## config.mk

```make
export PLATFORM = sky130hd
export DESIGN_NAME = plet_cell
export DESIGN_NICKNAME = d
export VERILOG_FILES = /design/src/plet_pkg.sv /design/src/plet_cell.sv
export SDC_FILE = /design/constraint.sdc
export NUM_CORES = 1
export LEC_CHECK = 0
export ABC_AREA = 1
export BUFFER_PORTS_ARGS = -buffer_cell sky130_fd_sc_hd__clkbuf_2
export CAP_MARGIN = 20
export CORE_MARGIN = 1.5
export CORE_UTILIZATION = 53
export CTS_CLUSTER_SIZE = 16
export DETAILED_ROUTE_END_ITERATION = 16
export PLACE_DENSITY_LB_ADDON = 0.2
export SLEW_MARGIN = 30
export SYNTH_ARGS = -nofsm -noshare
export SYNTH_HDL_FRONTEND = slang
export SYNTH_SLANG_ARGS = --single-unit
```

## constraint.sdc

```tcl
create_clock -name clk -period 3.8 [get_ports clk]
set_clock_uncertainty 0.2 [all_clocks]
set_input_delay 0 -clock clk [delete_from_list [all_inputs] [get_ports clk]]
set_output_delay 0 -clock clk [all_outputs]
set_load 0.01 [all_outputs]
```

## src/plet_pkg.sv

```systemverilog
// Shared types and constants for the priority/LRU eviction table.
package plet_pkg;

  localparam int EntriesDefault = 16;
  localparam int MaxEvictDefault = 16;
  localparam logic [3:0] PrioCeil = 4'd11;

  localparam int SizeW = 40;
  localparam int TotW = 44;
  localparam int TickW = 48;
  localparam int IdxW = 4;
  localparam logic [TotW-1:0] TotMax = {TotW{1'b1}};

  typedef enum logic [1:0] {
    MODE_DEFINE = 2'd0,
    MODE_TOUCH  = 2'd1,
    MODE_LOAD   = 2'd2,
    MODE_NONE   = 2'd3
  } mode_t;

  typedef enum logic [1:0] {
    KIND_EVICT = 2'd0,
    KIND_LOAD  = 2'd1,
    KIND_ACK   = 2'd2
  } kind_t;

  typedef enum logic [1:0] {
    ST_OK       = 2'd0,
    ST_RESIDENT = 2'd1,
    ST_FAIL     = 2'd2
  } status_t;

  typedef enum logic [1:0] {
    ES_UNDEF    = 2'd0,
    ES_IDLE     = 2'd1,
    ES_RESIDENT = 2'd2
  } ent_state_t;

  typedef enum logic [2:0] {
    S_IDLE,
    S_CHECK,
    S_SCAN,
    S_EVICT,
    S_FINISH,
    S_OUT
  } fsm_t;

  // Candidate flowing along the scan chain.
  typedef struct packed {
    logic              found;
    logic [IdxW-1:0]   idx;
    logic [3:0]        prio;
    logic [TickW-1:0]  tick;
  } cand_t;

  // Command broadcast from the controller to every cell.
  typedef struct packed {
    logic              define;
    logic              touch;
    logic              make_res;
    logic              evict;
    logic [IdxW-1:0]   idx;
    logic [SizeW-1:0]  size;
    logic [3:0]        prio;
    logic              strict;
    logic [TickW-1:0]  tick;
  } cell_cmd_t;

endpackage

```

## src/plet_cell.sv

```systemverilog
// One table entry: holds its fields and compares against the passing candidate.
module plet_cell import plet_pkg::*; #(
  parameter int IW = 4,
  parameter logic [IW-1:0] MyIdx = '0
) (
  input  logic                    clk,
  input  logic                    rst,
  input  cell_cmd_t               cmd,
  input  cand_t                   cand_in,
  output cand_t                   cand_out,
  output ent_state_t              state,
  output logic [SizeW-1:0]        size
);

  ent_state_t        st;
  logic [3:0]        prio;
  logic              strict;
  logic [TickW-1:0]  tick;
  logic              hit;
  logic              better;

  assign hit = (cmd.idx[IW-1:0] == MyIdx) && (cmd.idx >> IW) == '0;

  // Entry status
  always_ff @(posedge clk) begin
    if (rst) begin
      st <= ES_UNDEF;
    end else if (hit && cmd.define) begin
      st <= ES_IDLE;
    end else if (hit && cmd.make_res) begin
      st <= ES_RESIDENT;
    end else if (hit && cmd.evict) begin
      st <= ES_IDLE;
    end
  end

  // Payload fields
  always_ff @(posedge clk) begin
    if (hit && cmd.define) begin
      size   <= cmd.size;
      prio   <= cmd.prio;
      strict <= cmd.strict;
      tick   <= '0;
    end else if (hit && cmd.touch) begin
      tick <= cmd.tick;
    end
  end

  // Victim compare: lower prio wins, then older tick; earlier index keeps ties
  always_comb begin
    better = 1'b0;
    if (st == ES_RESIDENT && !strict && prio < PrioCeil) begin
      if (!cand_in.found) better = 1'b1;
      else if (prio < cand_in.prio) better = 1'b1;
      else if (prio == cand_in.prio && tick < cand_in.tick) better = 1'b1;
    end
  end

  // Candidate register toward the next cell
  always_ff @(posedge clk) begin
    if (better) begin
      cand_out.found <= 1'b1;
      cand_out.idx   <= IdxW'(MyIdx);
      cand_out.prio  <= prio;
      cand_out.tick  <= tick;
    end else begin
      cand_out <= cand_in;
    end
  end

  assign state = st;

endmodule

```

# Word-level counts from Yosys, hierarchy flattened
# Index checks and enable logic that the tools add are counted.
# totals
elab_cells,35
input_bits,160
regBits,152
# classes
n_reduce_logical,12
n_mux,8
eq_ne,2
magnitude_cmp,3
# ops
operator,count
$mux 52,1
$lt 48x48->1,1
$logic_and 1x1->1,7
$mux 1,5
$eq 4x4->1,1
$logic_not 4->1,1
$lt 4x4->1,1
$lt 4x4->1 const B,1
$mux 2,2
$reduce_bool 3->1,1
$eq 2x2->1 const B,1
$reduce_bool 2->1,1
$reduce_or 2->1,1
$logic_not 1->1,1

# Logic depth before layout (Yosys ltp)
# depth
ltp_word,7
ltp_mapped,17
ltp_nobuf,16

# Worst setup path after synthesis
# Ideal clock, no wire load.
# synth_path
path_type,input to register
startpoint,in cmd[94] in the netlist's numbering
endpoint,"reg prio[0], enable pin"
t_arrival_ns,2.002
setup_ns,0.427
stages,4
setup_slack_ns,1.171
cell_sequence,nor4_4 -> nand2_1 -> inv_2 -> clkbuf_1
# synth_between
elab_chain_len,2
# synth_rtl
element,line_no,source
start: declaration,plet_cell.sv:8,"input cell_cmd_t cmd,"
$logic_not 4->1,plet_cell.sv:22,assign hit = (cmd.idx[IW-1:0] == MyIdx) && (cmd.idx >> IW) == '0;
$logic_and 1x1->1,plet_cell.sv:39,if (hit && cmd.define) begin
end signal: assignment,plet_cell.sv:41,prio <= cmd.prio;
end: declaration,plet_cell.sv:16,logic [3:0] prio;
# No other way between the ends.
# A chain may end at the register's enable or synchronous reset.

# Final worst setup path
# layout_path
startpoint,reg prio[3]
endpoint,reg cand_out[42] in the netlist's numbering
# layout_between
elab_chain_len,7
word_cells_on_any_way,10
cone_classes,order compare (2); eq/ne (1); mux (5); reduce/logical (2)
# layout_rtl
element,line_no,source
$eq 4x4->1,plet_cell.sv:55,else if (prio == cand_in.prio && tick < cand_in.tick) better = 1'b1;
$logic_and 1x1->1,plet_cell.sv:55,
$mux 1,plet_cell.sv:55,
$mux 1,plet_cell.sv:54,else if (prio < cand_in.prio) better = 1'b1;
$mux 1,plet_cell.sv:53,if (!cand_in.found) better = 1'b1;
$mux 1 *,plet_cell.sv:52,if (st == ES_RESIDENT && !strict && prio < PrioCeil) begin
$mux 52 *,plet_cell.sv:61,if (better) begin
end signal: assignment,plet_cell.sv:67,cand_out <= cand_in;
end: declaration,plet_cell.sv:10,"output cand_t cand_out,"
# Every way passes the cells marked *; elsewhere a longest branch is shown, timed or not.

==> flow_summary_export.csv <==
group,metric,value,unit
cts,cts_setup_buffers,0,
synth,syn_inst,734,
cts,cts_tree,"done",
detailed_routing,drt_pre_antenna_iters,6,
power_and_ir_drop,peakVddDrop,279.0,uV
worst_setup_path,crit_type,"reg -> reg",
worst_setup_path,reg2reg_to,"cand_out[42]",
floorplanning,dieArea,13210,um2
timing,fin_ws,0.9547,ns
synth,ys_types,27,
final_layout,n_fill_cell,632,
grt,grt_max_degree,57,
timing,setup_tns,0,ns
synth,synth_edf_count,45,
timing,setup_viol,0,
detailed_routing,vias_per_cell,5.455,
synth,ys_seq_elements,152,
synth,syn_nets,945,
power_and_ir_drop,powerDensity,421.8,nW/um2
worst_setup_path,worstSetupEndpointType,"register",
timing,report.final.slew_viol_count,0,
worst_setup_path,cp_max_fo,40,
grt,grt_pass1_vias,7416,
worst_setup_path,r2r_cells,12,
synth,yosys.area.top_type,"dfxtp_1",
timing,tightest_slew,0.8014,ns
timing,whs,0.09072,ns
cts,insertion_delay,0.43,ns
timing,min_period,2.845,ns
synth,syn_area_per_cell,9.046,um2
worst_setup_path,crit_top_cell,"nand2_1",
cts,root_buffer,"clkbuf_16",
floorplanning,die_h,114.9,um
timing,maxSlewHeadroom,0.4657,
placed_design,dp_hpwl,12.02,mm
worst_setup_path,startpoint_type,"register",
worst_setup_path,cp.buffers_inverters,1,
worst_setup_path,path_delay_family,"simple AND/OR/NAND/NOR gates",
worst_setup_path,crit_chain,"ha_1 -> nand2_1 -> a21oi_1 -> nand3_1 -> nor2_1 -> nand2_1 -> nor2_1 -> nand2_2 -> nand2_4 -> buf_4 -> nand3_1 -> nand2_1",
floorplanning,rows,40,
synth,ys_top_cells_by_count,"202 x nand2_1, 107 x dfxtp_1, 82 x nand3_1, 70 x a21oi_1, 69 x inv_1",
cts,clk_pin_slew,0.07,ns
synth,synth_top_area_share,0.3226,
detailed_routing,ant_nets,0,
floorplanning,pin_count,259,
worst_setup_path,rrSetupSlack,0.95,ns
power_and_ir_drop,p_leak,5.091,nW
floorplanning,start_util,0.5482,
detailed_routing,drt_iter0_drc,876,
final_layout,register_area,3493,um2
cts,htreeDepth,4,
worst_setup_path,critPathLaunch,"prio[3]",
placed_design,numPortBuffers,258,
worst_setup_path,rr_startpoint,"prio[3]",
worst_setup_path,critPathArrivalTime,3.01,ns
cts,ctsResizeCount,0,
detailed_routing,route.detailed.drc,0,
final_layout,drive_gt1_frac,0.2811,
worst_setup_path,cpMaxStageDelayCell,"buf_4",
worst_hold_path,hold-path-endpoint,"size[28]",
synth,synth-async-reset-ratio,0,
worst_hold_path,hp-class,"in -> reg",
detailed_routing,avgRoutedWirePerCell,18.20,um
worst_hold_path,hold_depth,2,
grt,grt_pass1_wl,37.35,mm
final_layout,area_delta_synth_final,55.72,%
floorplanning,core-area,12110,um2
final_layout,multi_input_comb_area,2675,um2
worst_setup_path,required,3.97,ns
cts,cts.sinks,152,
placed_design,place_ws,1.116,ns
grt,antenna_found_initial,1,
final_layout,final_nets,1365,
cts,numCtsBuffers,17,
cts,ctsHoldBuffers,173,
grt,track_usage,0.3696,
floorplanning,chipWidth,114.9,um
synth,synth-warning-count,0,
synth,synthFlopType,"dfxtp_1",
synth,yosysMostFrequentCell,"nand2_1",
detailed_routing,routed_wl,24.33,mm
timing,hold_violations,0,
synth,ys_seq_area_frac,0.5261,
worst_hold_path,worstHoldStart,"cmd[81]",
cts,clk_path_buf_depth,2,
synth,yosys-top-cells-area,"dfxtp_1 32%, edfxtp_1 20%, nand2_1 11%",
run_status,status,"completed",
flow_run,maxCapViolCount,0,
timing,timing.final.crit_share,0.7488,
worst_setup_path,crit_path_max_incr_delay,0.55,ns
detailed_routing,vias,7293,
placed_design,gp_congestion,0.8101,
synth,syn-cell-area,6640,um2
grt,gr-total-overflow,0,
timing,maxClockFrequency,351.5,MHz
timing,rsz0062_at_grt,"no",
-- cell usage in the layout, fill, tap and decap left out, types with 2 or more instances in the layout --
master	count
dlygate4sd3_1	173
a21o_1	3
clkbuf_2	258
o21a_1	4
edfxtp_1	45
nand4_1	4
o21ai_1	2
clkinv_2	4
nand3_1	82
nand2_2	3
a21oi_1	69
a21boi_0	4
clkbuf_1	2
bufinv_16	3
inv_1	69
ha_1	51
nor2_1	12
nand2_4	2
nor3_1	3
buf_4	6
diode_2	2
clkinvlp_4	2
dfxtp_1	107
nor2_2	2
nand2_1	201
inv_2	2
nand3_2	22
clkbuf_16	17
o21ai_0	6
clkinv_4	2
-- sequential cells by signal, summed over array words and instances (netlist names) --
register  flops
state         2
tick         48
size         40
prio          4
cand_out     57
strict        1
-- worst max-delay path by stage --
stage | endpoint | slack, ns | cells after the start
floorplan | prio[0] | 1.17 | 4
global placement | cand_out[52] | 1.20 | 11
detailed placement | cand_out[52] | 1.12 | 11
CTS | cand_out[52] | 1.10 | 11
global route | cand_out[42] | 0.85 | 12
finish | cand_out[42] | 0.95 | 12
-- per-layer routing --
metal	track usage	vias up	wire, um
met4	0.2173	0	1284
li1	-	3268	-
met2	0.6552	517	12270
met3	0.07538	130	2112
met1	0.4115	3378	8666
met5	0	-	0
-- where the power goes --
part,switching [mW],internal [mW]
sequential,0.103,1.80
clock,0.706,1.05
combinational,0.356,0.348
-- final cells by class --
cell class                 instances  area share
antenna                            2   0.0004840
clock buffer                      20     0.04320
inverter                          72     0.02626
multi-input combinational        473      0.2587
clock inverter                    12     0.01452
timing repair buffer             438      0.2986
sequential                       152      0.3379
tap                              168     0.02033
-- per-stage QoR --
stage | instance area, um2 | power [mW] | std cells | util
after floorplan | 6640 | 2.226 | 734 | -
after global placement | 8006 | 2.419 | 1130 | 0.6611
after detailed placement | 8006 | 2.438 | 1130 | 0.6611
after CTS | 10330 | 4.257 | 1335 | 0.8533
after global routing | 10340 | 4.504 | 1336 | 0.8535
final | 10340 | 4.361 | 1337 | 0.8537
-- cells by family after synthesis --
| logic type | count (synthesis) | synth area share |
|---|---|---|
| compound gates | 90 | 0.07236 |
| simple gates | 332 | 0.2323 |
| fa+ha+maj | 51 | 0.09610 |
| flops | 152 | 0.5261 |
| buf+inv | 109 | 0.07311 |
Power figures use the tool's default switching activity.
