### src/plet_pkg.sv
// Shared types and constants for the priority/LRU eviction table.
package plet_pkg;

  localparam int EntriesDefault = 16;
  localparam int MaxEvictDefault = 16;
  localparam logic [3:0] PrioCeil = 4'd11;

  localparam int SizeW = 40;
  localparam int TotW = 44;
  localparam int TickW = 48;
  localparam int IdxW = 4;
  localparam logic [TotW-1:0] TotMax = {TotW{1'b1}};

  typedef enum logic [1:0] {
    MODE_DEFINE = 2'd0,
    MODE_TOUCH  = 2'd1,
    MODE_LOAD   = 2'd2,
    MODE_NONE   = 2'd3
  } mode_t;

  typedef enum logic [1:0] {
    KIND_EVICT = 2'd0,
    KIND_LOAD  = 2'd1,
    KIND_ACK   = 2'd2
  } kind_t;

  typedef enum logic [1:0] {
    ST_OK       = 2'd0,
    ST_RESIDENT = 2'd1,
    ST_FAIL     = 2'd2
  } status_t;

  typedef enum logic [1:0] {
    ES_UNDEF    = 2'd0,
    ES_IDLE     = 2'd1,
    ES_RESIDENT = 2'd2
  } ent_state_t;

  typedef enum logic [2:0] {
    S_IDLE,
    S_CHECK,
    S_SCAN,
    S_EVICT,
    S_FINISH,
    S_OUT
  } fsm_t;

  // Candidate flowing along the scan chain.
  typedef struct packed {
    logic              found;
    logic [IdxW-1:0]   idx;
    logic [3:0]        prio;
    logic [TickW-1:0]  tick;
  } cand_t;

  // Command broadcast from the controller to every cell.
  typedef struct packed {
    logic              define;
    logic              touch;
    logic              make_res;
    logic              evict;
    logic [IdxW-1:0]   idx;
    logic [SizeW-1:0]  size;
    logic [3:0]        prio;
    logic              strict;
    logic [TickW-1:0]  tick;
  } cell_cmd_t;

endpackage

### src/plet_if.sv
// Valid/ready channel interfaces for input and result transactions.
interface plet_in_if;
  logic        valid;
  logic        ready;
  logic [1:0]  mode;
  logic [3:0]  entry_index;
  logic [39:0] entry_size;
  logic [3:0]  entry_priority;
  logic        strict_flag;
  logic [47:0] access_tick;
  modport source (output valid, mode, entry_index, entry_size, entry_priority,
                  strict_flag, access_tick, input ready);
  modport sink (input valid, mode, entry_index, entry_size, entry_priority,
                strict_flag, access_tick, output ready);
endinterface

interface plet_out_if;
  logic        valid;
  logic        ready;
  logic [1:0]  result_kind;
  logic [3:0]  result_index;
  logic [1:0]  status;
  logic [43:0] allocated_after;
  logic        last;
  modport source (output valid, result_kind, result_index, status, allocated_after,
                  last, input ready);
  modport sink (input valid, result_kind, result_index, status, allocated_after,
                last, output ready);
endinterface

### src/plet_ctrl.sv
// Sequencer: decodes transactions, runs eviction scans over the cell chain.
module plet_ctrl import plet_pkg::*; #(
  parameter int ENTRIES = EntriesDefault,
  parameter int MAX_EVICT = MaxEvictDefault
) (
  input  logic              clk,
  input  logic              rst,
  plet_in_if.sink           in_ch,
  plet_out_if.source        out_ch,
  input  logic [SizeW-1:0]  capacity_limit,
  output cell_cmd_t         cmd,
  input  cand_t             cand_last,
  input  ent_state_t        sel_state,
  input  logic [SizeW-1:0]  sel_size,
  output logic [IdxW-1:0]   sel_idx
);

  localparam int CntW = $clog2(ENTRIES + 1);
  localparam int EvW = $clog2(MAX_EVICT + 1);

  fsm_t               fsm, fsm_next;
  logic [1:0]         mode;
  logic [IdxW-1:0]    idx;
  logic [SizeW-1:0]   isize;
  logic [3:0]         iprio;
  logic               istrict;
  logic [TickW-1:0]   itick;
  logic [SizeW-1:0]   lsize;
  logic [SizeW-1:0]   nsize;
  logic [TotW-1:0]    total;
  logic [CntW-1:0]    cnt;
  logic [EvW-1:0]     ev;
  logic               fail;
  logic               over;
  logic [TotW:0]      need;
  logic               in_range;

  // Output register
  logic               ov;
  logic               ov_set;
  logic [1:0]         okind;
  logic [IdxW-1:0]    oidx;
  logic [1:0]         ost;
  logic               olast;

  logic               acc;
  logic               out_free;

  assign acc = in_ch.valid && in_ch.ready;
  assign out_free = !ov || out_ch.ready;
  assign in_ch.ready = (fsm == S_IDLE);
  assign in_range = (32'(idx) < ENTRIES);
  assign sel_idx = (fsm == S_EVICT) ? cand_last.idx : idx;
  // The load size is still in the table while the transaction is decoded
  assign nsize = (fsm == S_CHECK) ? sel_size : lsize;
  assign need = {1'b0, total} + (TotW+1)'(nsize);
  assign over = need > (TotW+1)'(capacity_limit);

  function automatic logic [TotW-1:0] sub_sat(logic [TotW-1:0] a, logic [SizeW-1:0] b);
    logic [TotW-1:0] bw;
    bw = TotW'(b);
    return (a >= bw) ? a - bw : '0;
  endfunction

  // Next state
  always_comb begin
    fsm_next = fsm;
    unique case (fsm)
      S_IDLE: if (acc) fsm_next = S_CHECK;
      S_CHECK: begin
        if (out_free) begin
          if (mode == MODE_NONE) fsm_next = S_IDLE;
          else if (!in_range || mode != MODE_LOAD || sel_state != ES_IDLE) fsm_next = S_IDLE;
          else if (!over || sel_size > capacity_limit) fsm_next = S_FINISH;
          else fsm_next = S_SCAN;
        end
      end
      S_SCAN: if (32'(cnt) == ENTRIES) fsm_next = S_EVICT;
      S_EVICT: begin
        if (!cand_last.found) fsm_next = S_FINISH;
        else if (out_free) fsm_next = S_OUT;
      end
      S_OUT: begin
        if (!over) fsm_next = S_FINISH;
        else if (32'(ev) >= MAX_EVICT) fsm_next = S_FINISH;
        else fsm_next = S_SCAN;
      end
      S_FINISH: if (out_free) fsm_next = S_IDLE;
      default: fsm_next = S_IDLE;
    endcase
  end

  // Cell command
  always_comb begin
    cmd = '0;
    cmd.idx = idx;
    cmd.size = isize;
    cmd.prio = iprio;
    cmd.strict = istrict;
    cmd.tick = itick;
    unique case (fsm)
      S_CHECK: if (out_free && in_range) begin
        cmd.define = (mode == MODE_DEFINE);
        cmd.touch = (mode == MODE_TOUCH) && sel_state != ES_UNDEF;
      end
      S_EVICT: if (cand_last.found && out_free) begin
        cmd.evict = 1'b1;
        cmd.idx = cand_last.idx;
      end
      S_FINISH: if (out_free) cmd.make_res = 1'b1;
      default: ;
    endcase
  end

  // A new result enters the output register
  always_comb begin
    ov_set = 1'b0;
    unique case (fsm)
      S_CHECK: ov_set = out_free && mode != MODE_NONE &&
                        (!in_range || mode != MODE_LOAD || sel_state != ES_IDLE);
      S_EVICT: ov_set = cand_last.found && out_free;
      S_FINISH: ov_set = out_free;
      default: ;
    endcase
  end

  // Output valid
  always_ff @(posedge clk) begin
    if (rst) begin
      ov <= 1'b0;
    end else if (ov_set) begin
      ov <= 1'b1;
    end else if (out_ch.ready) begin
      ov <= 1'b0;
    end
  end

  // Sequencer registers
  always_ff @(posedge clk) begin
    if (rst) begin
      fsm   <= S_IDLE;
      total <= '0;
      ev    <= '0;
    end else begin
      fsm <= fsm_next;
      unique case (fsm)
        S_CHECK: if (out_free) begin
          fail  <= over && sel_size > capacity_limit;
          ev    <= '0;
          lsize <= sel_size;
          okind <= (mode == MODE_LOAD) ? KIND_LOAD : KIND_ACK;
          oidx  <= idx;
          olast <= 1'b1;
          if (!in_range) begin
            ost <= ST_FAIL;
          end else if (mode == MODE_DEFINE) begin
            ost <= ST_OK;
            if (sel_state == ES_RESIDENT) total <= sub_sat(total, sel_size);
          end else if (mode == MODE_TOUCH) begin
            ost <= (sel_state == ES_UNDEF) ? ST_FAIL : ST_OK;
          end else if (sel_state == ES_UNDEF) begin
            ost <= ST_FAIL;
          end else if (sel_state == ES_RESIDENT) begin
            ost <= ST_RESIDENT;
          end
        end
        S_SCAN: cnt <= cnt + 1'b1;
        S_EVICT: begin
          if (!cand_last.found) fail <= 1'b1;
          else if (out_free) begin
            okind <= KIND_EVICT;
            oidx  <= cand_last.idx;
            ost   <= ST_OK;
            olast <= 1'b0;
            ev    <= ev + 1'b1;
            total <= sub_sat(total, sel_size);
          end
        end
        S_OUT: begin
          cnt <= '0;
          if (over && 32'(ev) >= MAX_EVICT) fail <= 1'b1;
        end
        S_FINISH: if (out_free) begin
          total <= need[TotW] ? TotMax : need[TotW-1:0];
          okind <= KIND_LOAD;
          oidx  <= idx;
          ost   <= fail ? ST_FAIL : ST_OK;
          olast <= 1'b1;
        end
        default: ;
      endcase
      if (fsm == S_CHECK) cnt <= '0;
    end
  end

  // Input capture
  always_ff @(posedge clk) begin
    if (acc) begin
      mode    <= in_ch.mode;
      idx     <= in_ch.entry_index;
      isize   <= in_ch.entry_size;
      iprio   <= in_ch.entry_priority;
      istrict <= in_ch.strict_flag;
      itick   <= in_ch.access_tick;
    end
  end

  assign out_ch.valid = ov;
  assign out_ch.result_kind = okind;
  assign out_ch.result_index = oidx;
  assign out_ch.status = ost;
  assign out_ch.allocated_after = total;
  assign out_ch.last = olast;

  // Checks
  a_ready_idle: assert property (@(posedge clk) disable iff (rst)
    in_ch.ready |-> fsm == S_IDLE) else $error("ready outside idle");
  a_evict_found: assert property (@(posedge clk) disable iff (rst)
    cmd.evict |-> cand_last.found) else $error("evict without victim");
  a_ev_bound: assert property (@(posedge clk) disable iff (rst)
    32'(ev) <= MAX_EVICT) else $error("eviction bound exceeded");

endmodule
### src/flat_wrapper.sv
// flat-port wrapper written by rule: the top's interface ports become plain ports
module plet_ctrl_flat import plet_pkg::*;
#(
  parameter int ENTRIES = EntriesDefault,
  parameter int MAX_EVICT = MaxEvictDefault
)
  (clk, rst, capacity_limit, cmd, cand_last, sel_state, sel_size, sel_idx, in_ch_valid, in_ch_mode, in_ch_entry_index, in_ch_entry_size, in_ch_entry_priority, in_ch_strict_flag, in_ch_access_tick, in_ch_ready, out_ch_valid, out_ch_result_kind, out_ch_result_index, out_ch_status, out_ch_allocated_after, out_ch_last, out_ch_ready);
  plet_in_if in_ch_i ();
  plet_out_if out_ch_i ();
  input  logic clk;
  input  logic rst;
  input  logic [SizeW-1:0] capacity_limit;
  output cell_cmd_t cmd;
  input  cand_t cand_last;
  input  ent_state_t sel_state;
  input  logic [SizeW-1:0] sel_size;
  output logic [IdxW-1:0] sel_idx;
  input wire logic [$bits(in_ch_i.valid)-1:0] in_ch_valid;
  input wire logic [$bits(in_ch_i.mode)-1:0] in_ch_mode;
  input wire logic [$bits(in_ch_i.entry_index)-1:0] in_ch_entry_index;
  input wire logic [$bits(in_ch_i.entry_size)-1:0] in_ch_entry_size;
  input wire logic [$bits(in_ch_i.entry_priority)-1:0] in_ch_entry_priority;
  input wire logic [$bits(in_ch_i.strict_flag)-1:0] in_ch_strict_flag;
  input wire logic [$bits(in_ch_i.access_tick)-1:0] in_ch_access_tick;
  output wire logic [$bits(in_ch_i.ready)-1:0] in_ch_ready;
  output wire logic [$bits(out_ch_i.valid)-1:0] out_ch_valid;
  output wire logic [$bits(out_ch_i.result_kind)-1:0] out_ch_result_kind;
  output wire logic [$bits(out_ch_i.result_index)-1:0] out_ch_result_index;
  output wire logic [$bits(out_ch_i.status)-1:0] out_ch_status;
  output wire logic [$bits(out_ch_i.allocated_after)-1:0] out_ch_allocated_after;
  output wire logic [$bits(out_ch_i.last)-1:0] out_ch_last;
  input wire logic [$bits(out_ch_i.ready)-1:0] out_ch_ready;
  assign in_ch_i.valid = in_ch_valid;
  assign in_ch_i.mode = in_ch_mode;
  assign in_ch_i.entry_index = in_ch_entry_index;
  assign in_ch_i.entry_size = in_ch_entry_size;
  assign in_ch_i.entry_priority = in_ch_entry_priority;
  assign in_ch_i.strict_flag = in_ch_strict_flag;
  assign in_ch_i.access_tick = in_ch_access_tick;
  assign in_ch_ready = in_ch_i.ready;
  assign out_ch_valid = out_ch_i.valid;
  assign out_ch_result_kind = out_ch_i.result_kind;
  assign out_ch_result_index = out_ch_i.result_index;
  assign out_ch_status = out_ch_i.status;
  assign out_ch_allocated_after = out_ch_i.allocated_after;
  assign out_ch_last = out_ch_i.last;
  assign out_ch_i.ready = out_ch_ready;
  plet_ctrl #(.ENTRIES(ENTRIES), .MAX_EVICT(MAX_EVICT)) u_core (.clk(clk), .rst(rst), .in_ch(in_ch_i), .out_ch(out_ch_i), .capacity_limit(capacity_limit), .cmd(cmd), .cand_last(cand_last), .sel_state(sel_state), .sel_size(sel_size), .sel_idx(sel_idx));
endmodule
### config.mk
export PLATFORM = sky130hd
export DESIGN_NAME = plet_ctrl_flat
export DESIGN_NICKNAME = d
export VERILOG_FILES = /design/src/plet_pkg.sv /design/src/plet_if.sv /design/src/plet_ctrl.sv /design/src/flat_wrapper.sv
export SDC_FILE = /design/constraint.sdc
export NUM_CORES = 1
export LEC_CHECK = 0
export ABC_AREA = 1
export BUFFER_PORTS_ARGS = -buffer_cell sky130_fd_sc_hd__buf_4
export CAP_MARGIN = 20
export CORE_UTILIZATION = 35
export CTS_BUF_LIST = sky130_fd_sc_hd__clkbuf_8
export CTS_CLUSTER_SIZE = 12
export DETAILED_ROUTE_END_ITERATION = 16
export GPL_TIMING_DRIVEN = 0
export PLACE_DENSITY = 0.65
export SKIP_LAST_GASP = 1
export SLEW_MARGIN = 10
export SYNTH_ARGS = -nofsm -noshare
export SYNTH_HDL_FRONTEND = slang
export SYNTH_SLANG_ARGS = --single-unit
### constraint.sdc
create_clock -name clk -period 7.5 [get_ports clk]
set_clock_uncertainty 0.2 [all_clocks]
set_input_delay 1.5 -clock clk [delete_from_list [all_inputs] [get_ports clk]]
set_output_delay 1.5 -clock clk [all_outputs]
set_load 0.02 [all_outputs]
# Yosys cells after proc, flatten, opt, wreduce, memory -nomap -nowiden
# Cells that the tools add are included.
[word_totals] out_inout_bits=160 wordCells=148 regBits=207 inputBits=242
[op_classes] eq_ne=26 n_lt_le_gt_ge=4 muxes=64 n_addsub=4 bitwise=1 n_reduce_logical=32
[op_table] op="$mux W44" count=8
[op_table] op="$pmux W44 S3" count=1
[op_table] op="$add A44 B40 Y45" count=1
[op_table] op="$gt A45 B40 Y1" count=1
[op_table] op="$ge A44 B40 Y1" count=1
[op_table] op="$sub A44 B40 Y44" count=1
[op_table] op="$gt A40 B40 Y1" count=1
[op_table] op="$mux W40" count=1
[op_table] op="$mux W3" count=11
[op_table] op="$mux W2" count=15
[op_table] op="$mux W5" count=5
[op_table] op="$pmux W5 S2" count=2
[op_table] op="$ne A2 B1 Y1 const B" count=9
[op_table] op="$pmux W3 S6" count=1
[op_table] op="$mux W4" count=4
[op_table] op="$reduce_and A5 Y1" count=3
[op_table] op="$reduce_and A7 Y1" count=2
[op_table] op="$pmux W2 S3" count=2
[op_table] op="$add A5 B1 Y5 const B" count=2
[op_table] op="$mux W1" count=10
[op_table] op="$ne A2 B2 Y1 const B" count=5
[op_table] op="$reduce_bool A3 Y1" count=3
[op_table] op="$pmux W4 S2" count=1
[op_table] op="$reduce_bool A2 Y1" count=4
[op_table] op="other kinds (22)" count=37

# Longest topological paths before layout
# Gate-level depths: netlist (run 1).
[depth] ltp_word=11 ltp_mapped=40 ltp_nobuf=38

# Least setup slack after synthesis (run 1)
# No wires, ideal clock.
[synth_timing] path_type="input-to-reg" from="in in_ch_valid" to="reg u_core.idx[0], enable pin" required_ps=6742 arrival_time_ps=5626 setup_slack_ps=1117 path_stages=2 n_path_buf=0 setup_ps=558 path_cell_list="inv_1 > nor2_1"
[synth_between] elab_chain_cells=1
[synth_lines] element="from (decl)" line="flat_wrapper.sv:18" source="input wire logic [$bits(in_ch_i.valid)-1:0] in_ch_valid;"
[synth_lines] element="$logic_and A1 B1 Y1" line="plet_ctrl.sv:49" source="assign acc = in_ch.valid && in_ch.ready;"
[synth_lines] element="named net u_core.acc" line="plet_ctrl.sv:46" source="logic acc;"
[synth_lines] element="to (signal assigned)" line="plet_ctrl.sv:200" source="idx <= in_ch.entry_index;"
[synth_lines] element="to (decl)" line="plet_ctrl.sv:23" source="logic [IdxW-1:0] idx;"
# The timed path passes the listed nets, and every way through them passes these cells.
# A chain may end at the register's enable or synchronous reset.

# Final worst setup path (run 1)
[layout_timing] from="reg u_core.fsm[1]" to="reg u_core.fail, enable pin"
[layout_between] elab_chain_cells=7 elab_cells_between_ends=12 classes_between="1 x add/sub; 1 x order compare; 6 x eq/ne; 1 x mux; 3 x reduce/logical"
[layout_lines] element="from (decl)" line="plet_ctrl.sv:21" source="fsm_t fsm, fsm_next;"
[layout_lines] element="from (signal assigned)" line="plet_ctrl.sv:145" source="fsm <= fsm_next;"
[layout_lines] element="$eq A3 B1 Y1" line="plet_ctrl.sv:55, plet_ctrl.sv:146"
[layout_lines] element="$mux W40" line="plet_ctrl.sv:55" source="assign nsize = (fsm == S_CHECK) ? sel_size : lsize;"
[layout_lines] element="$add A44 B40 Y45" line="plet_ctrl.sv:56" source="assign need = {1'b0, total} + (TotW+1)'(nsize);"
[layout_lines] element="$gt A45 B40 Y1" line="plet_ctrl.sv:57" source="assign over = need > (TotW+1)'(capacity_limit);"
[layout_lines] element="$logic_and A1 B1 Y1" line="plet_ctrl.sv:181" source="if (over && 32'(ev) >= MAX_EVICT) fail <= 1'b1;"
[layout_lines] element="$ne A2 B1 Y1 (no source line)"
[layout_lines] element="$reduce_and A5 Y1 (no source line) *"
[layout_lines] element="to (signal assigned)" line="plet_ctrl.sv:148" source="fail <= over && sel_size > capacity_limit;"
[layout_lines] element="to (decl)" line="plet_ctrl.sv:33" source="logic fail;"
# Mark *: on every way between the ends. The rest lies on a longest branch, timed or not.

==> key figures, run 1 <==
Detailed routing
  • Final WL: 63700 um
  • Drt initial violations: 1403
  • Drt drc: 0
  • DR WL/cell: 21.4 um
  • TritonRoute pass-1 iters: 6
  • Via/cell ratio: 5.27
  • Via count: 15700
  • Final antenna-violating net count: 0

Floorplanning
  • Die Ht: 213 um
  • Starting density of the core: 0.357
  • Overall die area: 45200 um2
  • Core area: 43500 um2
  • Row cnt: 76
  • Die X: 213 um
  • # IOs: 402

Synthesis
  • Main synth FF type: edfxtp_1
  • Synth cell types: 56
  • Synthesis Warnings: 0
  • Avg Cell Area, Syn: 7.92 um2
  • Mux share of post-synthesis cell area: 0
  • Simple-gate share of the synthesized area: 0.193
  • Largest area contributor in the netlist: edfxtp_1
  • Async set-reset flop share out of synthesis: 0
  • Synth Area in Adders: 0.135
  • Post-synth EDFFs: 154
  • Sequential area share after synthesis: 0.366
  • Register bit total from synthesis: 207
  • Main combinational cell family by area after synthesis: simple AND/OR/NAND/NOR gates
  • Syn nets: 2371
  • Post-Synth XOR/XNOR Area: 0.0389
  • Synth top area share: 0.298
  • Synthesized area: 15500 um2
  • Compound-Gate Fraction of Synth Area: 0.182
  • Synth Instances: 1962
  • Area contributors post-synth: edfxtp_1 30%, ha_1 13%, nand2_1 8.8%

Setup path
  • Startpoint types: flop
  • Critical register-to-register path startpoint: u_core.fsm[1]
  • Worst R2R End: u_core.fail
  • Crit-path most repeated cell: nand2_1
  • Largest stage delay, worst path: 0.60 ns
  • WP data arrival: 7.22 ns
  • Kind of critical path: flop to flop
  • Top delay family on crit path: simple AND/OR/NAND/NOR gates
  • Worst path required time: 7.58 ns
  • Endpoint type of the worst setup path: flop
  • CP Buf/Inv Count: 5
  • Critical path fanouts, max: 10
  • Worst reg2reg path depth: 30
  • Slowest-stage cell, CP: clkbuf_1
  • Reg2reg setup slack: 0.36 ns

Placement
  • Placement Cell Area: 19000 um2
  • Placer Congestion: 1.03
  • Setup WS pre-CTS: 0.311 ns
  • Hpwl dp: 52800 um
  • PortBufs: 349

Outcome
  • Status: completed

Timing
  • Worst-margin pin slew: 1.07 ns
  • Number of max-slew violations in the final report: 0
  • Worst slew margin: 0.282
  • Tmin final: 7.14 ns
  • Worst hold slack: 0.329 ns
  • Fin worst setup slack: 0.363 ns
  • Fmax achieved: 140 MHz
  • Final setup viols: 0
  • Fin crit share: 0.952
  • RSZ-0062 raised after global routing: no
  • Final Hold Fails: 0

Power
  • Leakage dissipation: 9.52 nW
  • Worst IR drop on VDD: 149 uV
  • Pwr Density: 219 nW/um2

Clock network
  • TritonCTS clock tree: yes
  • Num CTS Buffers: 41
  • CTS Hold Bufs: 0
  • Clock slew at reported path FFs: 0.06 ns
  • Clk_lat worst skew: 0.63 ns
  • CTS Sinks: 207
  • Post-CTS Setup Repair Bufs: 0
  • Resized cells post-CTS: 0
  • Clock Tree Buf Depth: 3
  • CTS H-tree depth: 2
  • Root Driver: clkbuf_8

Cells and area
  • Synth-to-Final Area Change: 27.8%
  • Ratio of cells with drive above 1 in the final layout: 0.218
  • FF+latch area: 5690 um2
  • Commonest cells after routing, fill and taps aside: 366 x nand2_1, 354 x buf_4, 291 x inv_1
  • Fin util: 0.457
  • Final Net Count: 2767
  • Area of the multi-input gates: 8570 um2
  • Post-Layout Inst Area: 19900 um2
  • Commonest non-fill, non-tap cell in the layout: nand2_1
  • Fill cells: 4428

Min path
  • WHS Path Cells: 2
  • Worst hold start: u_core.ev[1]
  • Hold crit path type: flop to flop
  • Worst Hold End: u_core.ev[1]

Global routing
  • Gr ovfl total: 0
  • First-pass GRT wire length: 91300 um
  • Initial antenna violation count: 1
  • Vias in the first global route: 15100
  • Largest net degree at the start of global routing: 33
  • Tot GR Track Use: 0.275

Flow run
  • Max-Cap Viols: 0
metrics by stage:
stage / std cells / TNS [ns] / power, mW
floorplan: 1962 / 0 / 2.46
global placement: 2896 / -47.05 / 3.07
detailed placement: 2900 / 0 / 3.09
CTS: 2975 / 0 / 4.35
global route: 2975 / 0 / 4.57
finish: 2976 / 0 / 4.35
cell usage after synthesis, drive strengths merged (2+ instances only):
master	n
buf	19
a21oi	173
and3	3
nand3	70
nor2	198
inv	290
o2111ai	3
o21ai	180
or2	8
o221ai	4
nand2	382
a211oi	4
a31oi	33
nand3b	2
dfxtp	53
ha	165
a21o	11
xnor2	31
o211ai	38
o22ai	2
nor3	18
o21bai	11
o31ai	2
xor2	38
edfxtp	154
o21a	14
nand4	19
nor4	8
fa	2
clkbuf	21
final cells by class:
cell class,instances,area share
Antenna cell,1,0.000126
Buffer,40,0.0107
Clock buffer,43,0.0298
Clock inverter,32,0.0134
Inverter,290,0.0550
Multi-Input combinational cell,1425,0.431
Sequential cell,207,0.286
Tap cell,585,0.0369
Timing Repair Buffer,353,0.136
cells by family after synthesis:
group,count (synthesis)
AND/OR/NAND/NOR,709
AO/OA/AOI/OAI,480
buffers and inverters,330
flip-flops,207
adder cells (fa/ha/maj),167
XOR/XNOR,69
routing by layer:
layer,wire length [um],track usage
met1,29000,0.396
met2,27500,0.413
met3,5350,0.0438
met4,1900,0.0972
met5,0,0
where the power goes:
group	switching, mW	internal [mW]
Combinational	1.12	0.595
Sequential	0.0691	1.33
Clock	0.562	0.679
Total	1.75	2.60
how the worst max path moves through the flow:
stage | startpoint | end | slack [ns] | cells past startpoint
floorplan | in_ch_valid | u_core.idx[0] | 1.12 | 2
global placement | in_ch_valid | u_core.isize[1] | -0.49 | 3
detailed placement | u_core.fsm[1] | u_core.fail | 0.31 | 32
CTS | u_core.fsm[1] | u_core.fail | 0.30 | 32
global route | u_core.fsm[0] | u_core.fail | 0.12 | 32
finish | u_core.fsm[1] | u_core.fail | 0.36 | 30
worst register-to-register path: cells and delay by family (launching register included):
kind                       cells  cell delay [ns]
AOI/OAI and AO/OA              6             1.51
xor gates and xnor gates       1             0.20
adders and majority gates      2             0.83
buffers and inverters          5             1.48
DFF                            1             0.40
and+or+nand+nor               16             2.19
flip-flops by register name, indices dropped and copies added, names as in the netlist, 3 cells and up:
register / count
u_core.out_ch.result_index: 4
u_core.cnt: 5
u_core.out_ch.allocated_after: 44
u_core.iprio: 4
u_core.idx: 4
u_core.itick: 48
u_core.isize: 40
u_core.ev: 5
u_core.lsize: 40
u_core.fsm: 3
No activity file was read; power rests on OpenSTA's default activity.
==> run 2, diff against run 1 <==
--- a/config.mk
+++ b/config.mk
@@ -13,7 +13,8 @@
 export CTS_CLUSTER_SIZE = 12
 export DETAILED_ROUTE_END_ITERATION = 16
 export GPL_TIMING_DRIVEN = 0
-export PLACE_DENSITY = 0.65
+export PLACE_DENSITY = 0.67
+export RECOVER_POWER = 25
 export SKIP_LAST_GASP = 1
 export SLEW_MARGIN = 10
 export SYNTH_ARGS = -nofsm -noshare
==> constraint.sdc (replaced) <==
create_clock -name clk -period 6.5 [get_ports clk]
set_clock_uncertainty 0.2 [all_clocks]
set_input_delay 1.3 -clock clk [delete_from_list [all_inputs] [get_ports clk]]
set_output_delay 1.3 -clock clk [all_outputs]
set_load 0.02 [all_outputs]
==> run 2 against run 1 <==
Compared with the run above:
- worst setup slack got worse by 0.075 ns
- final cell count increased by 0.17%
- critical path depth down 4
- die area unchanged
- clock power rose by 9.7%
- register-to-register slack got worse by 0.08 ns
- hold slack lost 0.0020 ns
- sequential share of layout area up 0.089 points
- routed wire length rose by 0.56%
- maximum frequency is 15% higher
- critical path type unchanged
- non-clock buffer count is 5 higher
==> key figures, run 2 (same netlist as run 1, synthesis figures left out) <==
Clock network
  • CTS Sinks: 207
  • Num CTS Buffers: 41
  • CTS Hold Bufs: 0
  • Clock Tree Buf Depth: 3
  • Root Driver: clkbuf_8
  • CTS H-tree depth: 2
  • Clk_lat worst skew: 0.64 ns
  • Clock slew at reported path FFs: 0.06 ns
  • TritonCTS clock tree: yes

Setup path
  • WP data arrival: 6.37 ns
  • CP Launch Point: u_core.fsm[0]
  • Kind of critical path: flop to flop
  • Critical register-to-register path startpoint: u_core.fsm[0]
  • Reg2reg setup slack: 0.29 ns
  • Startpoint types: flop
  • Endpoint type of the worst setup path: flop
  • Worst reg2reg path depth: 26
  • Crit-path most repeated cell: a21oi_1
  • Worst R2R End: u_core.fail
  • Critical path fanouts, max: 10
  • Slowest-stage cell, CP: nor3_1
  • Worst path required time: 6.65 ns
  • Critical path endpoint: u_core.fail
  • Largest stage delay, worst path: 0.58 ns

Power
  • Total power: 4.95 mW
  • Pwr Density: 250 nW/um2
  • Leakage dissipation: 9.42 nW
  • Worst IR drop on VDD: 160 uV

Global routing
  • Initial antenna violation count: 1
  • Tot GR Track Use: 0.275
  • First-pass GRT wire length: 91700 um
  • Largest net degree at the start of global routing: 35
  • Vias in the first global route: 15100
  • Gr ovfl total: 0

Timing
  • Worst slew margin: 0.356
  • Fin worst setup slack: 0.288 ns
  • Tmin final: 6.21 ns
  • Fin crit share: 0.956
  • Worst-margin pin slew: 0.967 ns
  • Final setup viols: 0
  • Number of max-slew violations in the final report: 0
  • Fmax achieved: 161 MHz
  • Final Hold Fails: 0

Cells and area
  • Most flops, register: u_core.itick
  • Commonest cells after routing, fill and taps aside: 365 x nand2_1, 293 x inv_1, 229 x buf_4
  • # diodes: 0
  • Number of flip-flops in the largest register: 48
  • Ratio of cells with drive above 1 in the final layout: 0.210
  • Final Net Count: 2772
  • Synth-to-Final Area Change: 27.4%
  • Commonest non-fill, non-tap cell in the layout: nand2_1

Placement
  • Setup WS pre-CTS: -0.544 ns
  • PortBufs: 349
  • Hpwl dp: 52700 um
  • Placer Congestion: 1.01

Floorplanning
  • # IOs: 402
  • Overall die area: 45200 um2
  • Die Ht: 213 um
  • Core area: 43500 um2
  • Die X: 213 um
  • Starting density of the core: 0.357
  • Row cnt: 76

Flow run
  • Max-Cap Viols: 0

Detailed routing
  • Final antenna-violating net count: 0
  • Final WL: 64100 um
  • TritonRoute pass-1 iters: 5
  • Drt drc: 0
  • Via/cell ratio: 5.28
  • DR WL/cell: 21.5 um
  • Drt initial violations: 1548
  • Via count: 15700

Min path
  • Hold crit path type: flop to flop

Outcome
  • Status: completed
-- run 2: cell types whose count changed in the layout (fill, tap and decap cells not counted), sizes merged --
cell    change
clkbuf    +133
buf       -123
bufinv      -3
clkinv      -3
inv         +2
diode       -1
-- run 2: metrics by stage --
stage | TNS [ns] | hold slack, ns | util | cells | instance area, um2
floorplan | 0 | 0.272 | - | 1962 | 15500
global placement | -118.49 | 0.289 | 0.435 | 2896 | 18900
detailed placement | -2.02 | 0.307 | 0.437 | 2900 | 19000
CTS | 0 | 0.324 | 0.457 | 2977 | 19900
global route | -0.000718 | 0.345 | 0.455 | 2981 | 19800
finish | 0 | 0.327 | 0.455 | 2981 | 19800
-- run 2: worst min path at each step --
stage / from / slack, ns / cells after the start / end
3_3_place_gp: u_core.ev[1] / 0.29 / 2 / u_core.ev[1]
5_1_grt: u_core.fsm[1] / 0.34 / 2 / u_core.fsm[1]
3_5_place_dp: u_core.ev[1] / 0.31 / 2 / u_core.ev[1]
2_1_floorplan: u_core.ev[1] / 0.27 / 2 / u_core.ev[1]
4_1_cts: u_core.ev[1] / 0.32 / 2 / u_core.ev[1]
6_report: u_core.ev[1] / 0.33 / 2 / u_core.ev[1]
-- run 2: power by group --
part           switching, mW  internal [mW]
Sequential            0.0817           1.53
Combinational           1.29          0.682
Clock                  0.643          0.720
Total                   2.02           2.94
-- run 2: layer usage --
metal,GRT usage,up-vias,part of all wire
met2,0.421,694,0.44
li1,-,7489,-
met1,0.399,7488,0.46
met5,0,-,0
met4,0.0754,0,0.021
met3,0.0413,75,0.075
-- run 2: what timing repair did --
item | CTS | global route
resized for setup | 13 | 13
pin swaps | 1 | 0
buffers inserted | 1 | 4
setup endpoints to repair | 4 | 4
-- run 2: worst max-delay path, delay by kind of cell, from the launching register on --
kind | cells | cell delay, ns
AOI/OAI and AO/OA | 7 | 1.84
xor gates and xnor gates | 1 | 0.15
adders and majority gates | 2 | 0.61
buffers and inverters | 6 | 0.90
DFF | 1 | 0.34
and+or+nand+nor | 10 | 1.89
-- run 2: final cells by class --
class                           count  area (um2)
Buffer                             39         220
Fill cell                        4409       23700
Clock inverter                     28         164
Timing Repair Buffer              359        2620
Inverter                          290        1090
Tap cell                          585         732
Sequential cell                   207        5690
Clock buffer                       48         661
Multi-Input combinational cell   1425        8620
